===== src/sv/clcd_pkg.sv =====
// Shared types, constants and the microcode table of the character LCD sequencer.
`timescale 1ns / 1ps

package clcd_pkg;

    localparam int WAIT_W   = 16;
    localparam int STROBE_W = 8;
    localparam int BYTE_W   = 8;
    localparam int NIB_W    = 4;
    localparam int COL_W    = 6;
    localparam int ROW_W    = 2;
    localparam int CMD_W    = 2;
    localparam int CFG_IDX_W = 2;
    localparam int CFG_DATA_W = 16;

    // Configuration register indexes
    localparam logic [CFG_IDX_W-1:0] REG_STROBE_WAIT   = 2'd0;
    localparam logic [CFG_IDX_W-1:0] REG_CTRL_SETTLE   = 2'd1;
    localparam logic [CFG_IDX_W-1:0] REG_DATA_SETTLE   = 2'd2;

    localparam logic [STROBE_W-1:0] STROBE_WAIT_RST = 8'd2;
    localparam logic [WAIT_W-1:0]   CTRL_SETTLE_RST = 16'd30;
    localparam logic [WAIT_W-1:0]   DATA_SETTLE_RST = 16'd20;

    // Power-up waits
    localparam logic [WAIT_W-1:0] PRE_WAIT_30K = 16'd30000;
    localparam logic [WAIT_W-1:0] PRE_WAIT_10K = 16'd10000;
    localparam logic [WAIT_W-1:0] PRE_WAIT_1K  = 16'd1000;
    localparam logic [WAIT_W-1:0] CLEAR_EXTRA_WAIT = 16'd1000;
    localparam logic [WAIT_W-1:0] WAIT_MAX = 16'hFFFF;

    localparam logic [BYTE_W-1:0] CURSOR_ROW0_BASE = 8'h80;
    localparam logic [BYTE_W-1:0] CURSOR_ROW1_BASE = 8'hC0;

    typedef enum logic [CMD_W-1:0] {
        CMD_INIT   = 2'd0,
        CMD_CTRL   = 2'd1,
        CMD_DATA   = 2'd2,
        CMD_CURSOR = 2'd3
    } cmd_e_t;

    typedef enum logic [1:0] {
        NIB_CONST = 2'd0,
        NIB_HIGH  = 2'd1,
        NIB_LOW   = 2'd2
    } nib_src_t;

    typedef enum logic [1:0] {
        PRE_NONE = 2'd0,
        PRE_30K  = 2'd1,
        PRE_10K  = 2'd2,
        PRE_1K   = 2'd3
    } pre_sel_t;

    typedef enum logic [2:0] {
        AFT_NONE        = 3'd0,
        AFT_STROBE      = 3'd1,
        AFT_SETTLE      = 3'd2,
        AFT_SETTLE_LONG = 3'd3,
        AFT_DATA        = 3'd4
    } after_sel_t;

    // One microcode word: one enable strobe
    typedef struct packed {
        logic             rs;
        nib_src_t         nib_src;
        logic [NIB_W-1:0] nib_const;
        pre_sel_t         pre_sel;
        after_sel_t       after_sel;
        logic             last;
    } uword_t;

    typedef struct packed {
        logic [STROBE_W-1:0] strobe_wait;
        logic [WAIT_W-1:0]   ctrl_settle;
        logic [WAIT_W-1:0]   data_settle;
    } cfg_t;

    typedef struct packed {
        logic [WAIT_W-1:0]   pre_wait;
        logic                reg_select;
        logic [NIB_W-1:0]    nibble;
        logic [STROBE_W-1:0] lead_wait;
        logic [STROBE_W-1:0] pulse_wait;
        logic [WAIT_W-1:0]   after_wait;
        logic                last;
    } strobe_t;

    localparam int UCODE_DEPTH = 18;
    localparam int PC_W = $clog2(UCODE_DEPTH);

    localparam logic [PC_W-1:0] ENTRY_INIT = 5'd0;
    localparam logic [PC_W-1:0] ENTRY_CTRL = 5'd14;
    localparam logic [PC_W-1:0] ENTRY_DATA = 5'd16;

    function automatic uword_t uw(input logic rs, input nib_src_t src,
                                  input logic [NIB_W-1:0] k, input pre_sel_t pre,
                                  input after_sel_t aft, input logic last);
        uword_t w;
        w.rs        = rs;
        w.nib_src   = src;
        w.nib_const = k;
        w.pre_sel   = pre;
        w.after_sel = aft;
        w.last      = last;
        return w;
    endfunction

    // Control store
    function automatic uword_t ucode_rom(input logic [PC_W-1:0] pc);
        uword_t w;
        unique case (pc)
            // init: power-up nibbles
            5'd0:  w = uw(1'b0, NIB_CONST, 4'h3, PRE_30K,  AFT_STROBE, 1'b0);
            5'd1:  w = uw(1'b0, NIB_CONST, 4'h3, PRE_10K,  AFT_STROBE, 1'b0);
            5'd2:  w = uw(1'b0, NIB_CONST, 4'h3, PRE_1K,   AFT_STROBE, 1'b0);
            5'd3:  w = uw(1'b0, NIB_CONST, 4'h2, PRE_NONE, AFT_STROBE, 1'b0);
            // function set 0x2c
            5'd4:  w = uw(1'b0, NIB_CONST, 4'h2, PRE_NONE, AFT_STROBE, 1'b0);
            5'd5:  w = uw(1'b0, NIB_CONST, 4'hC, PRE_NONE, AFT_SETTLE, 1'b0);
            // display on 0x0f
            5'd6:  w = uw(1'b0, NIB_CONST, 4'h0, PRE_NONE, AFT_STROBE, 1'b0);
            5'd7:  w = uw(1'b0, NIB_CONST, 4'hF, PRE_NONE, AFT_SETTLE, 1'b0);
            // entry mode 0x06
            5'd8:  w = uw(1'b0, NIB_CONST, 4'h0, PRE_NONE, AFT_STROBE, 1'b0);
            5'd9:  w = uw(1'b0, NIB_CONST, 4'h6, PRE_NONE, AFT_SETTLE, 1'b0);
            // shift 0x1c
            5'd10: w = uw(1'b0, NIB_CONST, 4'h1, PRE_NONE, AFT_STROBE, 1'b0);
            5'd11: w = uw(1'b0, NIB_CONST, 4'hC, PRE_NONE, AFT_SETTLE, 1'b0);
            // clear 0x01, long settle
            5'd12: w = uw(1'b0, NIB_CONST, 4'h0, PRE_NONE, AFT_STROBE, 1'b0);
            5'd13: w = uw(1'b0, NIB_CONST, 4'h1, PRE_NONE, AFT_SETTLE_LONG, 1'b1);
            // control byte / cursor
            5'd14: w = uw(1'b0, NIB_HIGH,  4'h0, PRE_NONE, AFT_STROBE, 1'b0);
            5'd15: w = uw(1'b0, NIB_LOW,   4'h0, PRE_NONE, AFT_SETTLE, 1'b1);
            // data byte
            5'd16: w = uw(1'b1, NIB_HIGH,  4'h0, PRE_NONE, AFT_NONE,   1'b0);
            5'd17: w = uw(1'b1, NIB_LOW,   4'h0, PRE_NONE, AFT_DATA,   1'b1);
            default: w = uw(1'b0, NIB_CONST, 4'h0, PRE_NONE, AFT_NONE, 1'b1);
        endcase
        return w;
    endfunction

endpackage


===== src/sv/clcd_strobe_gen.sv =====
// Datapath: turns one microcode word and the operand byte into strobe fields.
`timescale 1ns / 1ps

module clcd_strobe_gen
    import clcd_pkg::*;
(
    input  uword_t            word,
    input  logic [BYTE_W-1:0] operand,
    input  cfg_t              cfg,
    output strobe_t           strobe
);

    localparam int SUM_W = WAIT_W + 2;

    logic [SUM_W-1:0] after_sum;
    logic [SUM_W-1:0] settle_term;
    logic [SUM_W-1:0] extra_term;

    always_comb
    begin
        settle_term = '0;
        extra_term  = '0;
        if (word.after_sel == AFT_SETTLE || word.after_sel == AFT_SETTLE_LONG)
        begin
            settle_term = {2'b00, cfg.ctrl_settle};
        end
        if (word.after_sel == AFT_SETTLE_LONG)
        begin
            extra_term = {2'b00, CLEAR_EXTRA_WAIT};
        end
        after_sum = {{(SUM_W-STROBE_W){1'b0}}, cfg.strobe_wait} + settle_term + extra_term;
    end

    always_comb
    begin
        strobe.reg_select = word.rs;
        strobe.last       = word.last;

        unique case (word.nib_src)
            NIB_HIGH: strobe.nibble = operand[BYTE_W-1:NIB_W];
            NIB_LOW:  strobe.nibble = operand[NIB_W-1:0];
            default:  strobe.nibble = word.nib_const;
        endcase

        unique case (word.pre_sel)
            PRE_30K: strobe.pre_wait = PRE_WAIT_30K;
            PRE_10K: strobe.pre_wait = PRE_WAIT_10K;
            PRE_1K:  strobe.pre_wait = PRE_WAIT_1K;
            default: strobe.pre_wait = '0;
        endcase

        // data strobes carry no waits inside the strobe
        strobe.lead_wait  = word.rs ? '0 : cfg.strobe_wait;
        strobe.pulse_wait = word.rs ? '0 : cfg.strobe_wait;

        unique case (word.after_sel)
            AFT_NONE:   strobe.after_wait = '0;
            AFT_DATA:   strobe.after_wait = cfg.data_settle;
            AFT_STROBE: strobe.after_wait = {{(WAIT_W-STROBE_W){1'b0}}, cfg.strobe_wait};
            default:    strobe.after_wait = (after_sum > {2'b00, WAIT_MAX}) ?
                                            WAIT_MAX : after_sum[WAIT_W-1:0];
        endcase
    end

endmodule


===== config.mk =====
export PLATFORM = sky130hd
export DESIGN_NAME = clcd_strobe_gen
export DESIGN_NICKNAME = d
export VERILOG_FILES = /design/src/sv/clcd_pkg.sv /design/src/sv/clcd_strobe_gen.sv
export SDC_FILE = /design/constraint.sdc
export NUM_CORES = 1
export LEC_CHECK = 0
export ABC_AREA = 1
export BUFFER_PORTS_ARGS = -buffer_cell sky130_fd_sc_hd__clkbuf_2
export CAP_MARGIN = 20
export CORE_MARGIN = 2
export CORE_UTILIZATION = 40
export DETAILED_ROUTE_END_ITERATION = 8
export PLACE_DENSITY = 0.79
export REMOVE_ABC_BUFFERS = 1
export SETUP_SLACK_MARGIN = 0.3
export SLEW_MARGIN = 40
export SYNTH_ARGS = -nofsm -noshare
export SYNTH_HDL_FRONTEND = slang
export SYNTH_SLANG_ARGS = --single-unit

===== constraint.sdc =====
create_clock -name vclk -period 3
set_input_delay 0.15 -clock vclk [all_inputs]
set_output_delay 0.15 -clock vclk [all_outputs]
set_load 0.05 [all_outputs]

==> results.md <==
- IO Pins: approximately 120
- Crit. End Element: output pin
- Core ar.: 4384 um2
- Critical path buffers and inverters: 5
- RSZ-0062 raised after global routing: yes
- Switching share of power: 0.6445
- Gate Count Post-Synth: between 300 and 400
- Crit path max fanout: 6
- First-pass GRT wire length: about 9100 um
- Peak VDD IR: 130.0 uV
- # hold bufs at CTS: 0
- Post-Route Utilization: 0.6515
- Compound-Gate Fraction of Synth Area: 0.08832
- Final hold vios: 0
- Static Leak: 1.706 nW
- Post-synthesis sequential area ratio: 0
- Yosys warns: 0
- Largest family of logic cells by synthesized area: simple AND/OR/NAND/NOR gates
- Maximum Capacitance Violations: 0
- Worst slew pin tran: 592.2 ps
- Reg power frac: 0
- Die ar.: 5163 um2
- Vias in the first global route: 2,200
- Adder-cell share of the synthesized area: 0.2038
- Hold slack: 300.1 ps
- Chip Width: 71.86 um
- Post-synthesis cell area: 1842 um2
- Gr ovfl total: 0
- Critical path type: primary input to output pin
- Via density: approximately 5
- Final Power: slightly below 0.7 mW
- Mean Syn Cell Area: 5.417 um2
- Die Height: 71.86 um
- Synth unique cells: 29
- Via count: 2,429
- Slew HR: 0.6039
- Int Pwr: 0.2393 mW
- Clock group share of total power: 0
- HP Class: primary input to output pin
- Xor/xnor share of the synthesized area: 0.01902
- Layout cells sized above 1: 0.4474
- Cell count after placement: 492
- Initial Utilization: 0.4201
- Pin count of the biggest net entering global routing: 17
- Final non-filler cell total: 499
- Post-route minimum period: ~2700 ps
- WP data arrival: 2510 ps
- DRC viols: 0
- Initial antenna violation count: 0
- Storage element area: 0 um2
- Drt first pass iters: 4
- GRT Util Overall: 0.2101
- # port buffers: 108
- Fillers: 375
- Seq cells: 0
- FP Rows: 24
- Ant. Diodes: 0
- Final WL: a little under 6000 um
- Switch Pwr: ~0.43 mW
- Pwr/cell area: roughly 240 nW/um2
- Comb pwr share: 1.000
- Worst-path cell chain: buf_8 > nor2_8 > inv_4 > buf_8 > nor2_4 > fa_2 > ha_4 > nand2_4 > nor2_4 > nand3_2 > nand2_2 > nand2_2 > nand2_4 > nand2_8 > nand2_4 > o21ai_2 > inv_1 > buf_8
- Drt wl/cell: ~12 um
- Final net count: 537
- Status: complete, no violations
- Critical Path RT: around 2900 ps
- Setup crit start kind: primary input
- Slowest CP cell: fa_2
- Clock buffer count: 0
- Final setup vio count: 0
- GP Congestion: 0.8721
- Fraction of the cycle the final worst path needs: 0.8869
- Layout area overhead: 55.10%
- Critical Path Max Stage Delay: 460 ps
- DRT antenna net count: 0
- Final count of pins violating max slew: 0
- Post-Synth Simple-Gate Area: 0.4490
- Iter 0 DRT Violations: 51
- DP Wirelength: 4427 um
- CP delay by family, top: simple AND/OR/NAND/NOR gates
- Post-synthesis mux area share: 0
- Max Freq: 375.8 MHz
==> logic make-up (layout without fill, tap and decap cells) <==
logic type	count (synthesis)	count (layout)
buf+inv	91	193
compound gates	28	28
simple gates	189	190
xor+xnor	4	4
other cells	1	5
fa+ha+maj	27	27
==> final timing paths <==
path	from	end	slack [ps]	cells past startpoint
max	word[3]	strobe[3]	340	18
min	word[0]	strobe[0]	300	0
==> cell usage after synthesis, types with 2 or more instances <==
cell type,instances,area share
o21ai_2,4,0.019
a211oi_1,2,0.0081
nand4_1,7,0.024
fa_1,5,0.054
nand3_1,17,0.046
nand2_2,10,0.034
o21ai_0,9,0.024
inv_2,5,0.010
nand2_1,93,0.19
nor2_1,54,0.11
a21oi_1,12,0.033
ha_1,22,0.15
inv_1,61,0.12
buf_4,21,0.086
clkbuf_1,2,0.0041
xor2_1,3,0.014
==> routing by layer <==
layer  part of all wire  wire length (um)  track usage
met5                  0                 0            0
met4              0.015                89      0.03564
met3              0.077               450      0.01406
met2               0.52              3056       0.4064
met1               0.39              2275       0.2547
==> cell type report <==
type,instances,area (um2),area share
Tap cell,52,65.06,0.02278
Inverter,66,252.7,0.08848
Timing Repair Buffer,127,839.6,0.2939
Multi-Input combinational cell,254,1699,0.5948
==> power groups by stage <==
stage / Clock (mW) / Sequential (mW) / Combinational, mW
after floorplan: 0 / 0 / 0.393
after global placement: 0 / 0 / 0.548
after detailed placement: 0 / 0 / 0.551
after CTS: 0 / 0 / 0.614
after global routing: 0 / 0 / 0.720
final: 0 / 0 / 0.673
==> repair_timing <==
item | CTS | global route
pin swaps | 19 | 26
resized for setup | 55 | 62
buffers inserted | 4 | 2
setup endpoints to repair | 16 | 16
cloned | 1 | 0
==> stage by stage <==
stage	setup slack, ps	cell area (um2)	setup TNS [ps]
finish	339.2	2856	0
global route	226.9	2856	0
CTS	294.4	2649	0
detailed placement	-15.67	2385	-36.06
global placement	-14.13	2385	-21.50
floorplan	-273.6	1667	-1903
==> cell usage in the layout (no fill, tap or decap), types with 5 or more instances in the layout <==
cell type and n:
buf_4 17, inv_1 58, ha_1 17, inv_2 6, nand3_1 11, nor2_4 5, o21ai_0 5, clkbuf_2 90
buf_8 8, conb_1 5, a21oi_1 9, nand2_4 7, nand2_1 77, o21ai_2 6, nor2_1 47, buf_6 6
nand4_1 7, nand2_2 19, nand3_2 5
Note: power is estimated with default switching activity, not from simulation.
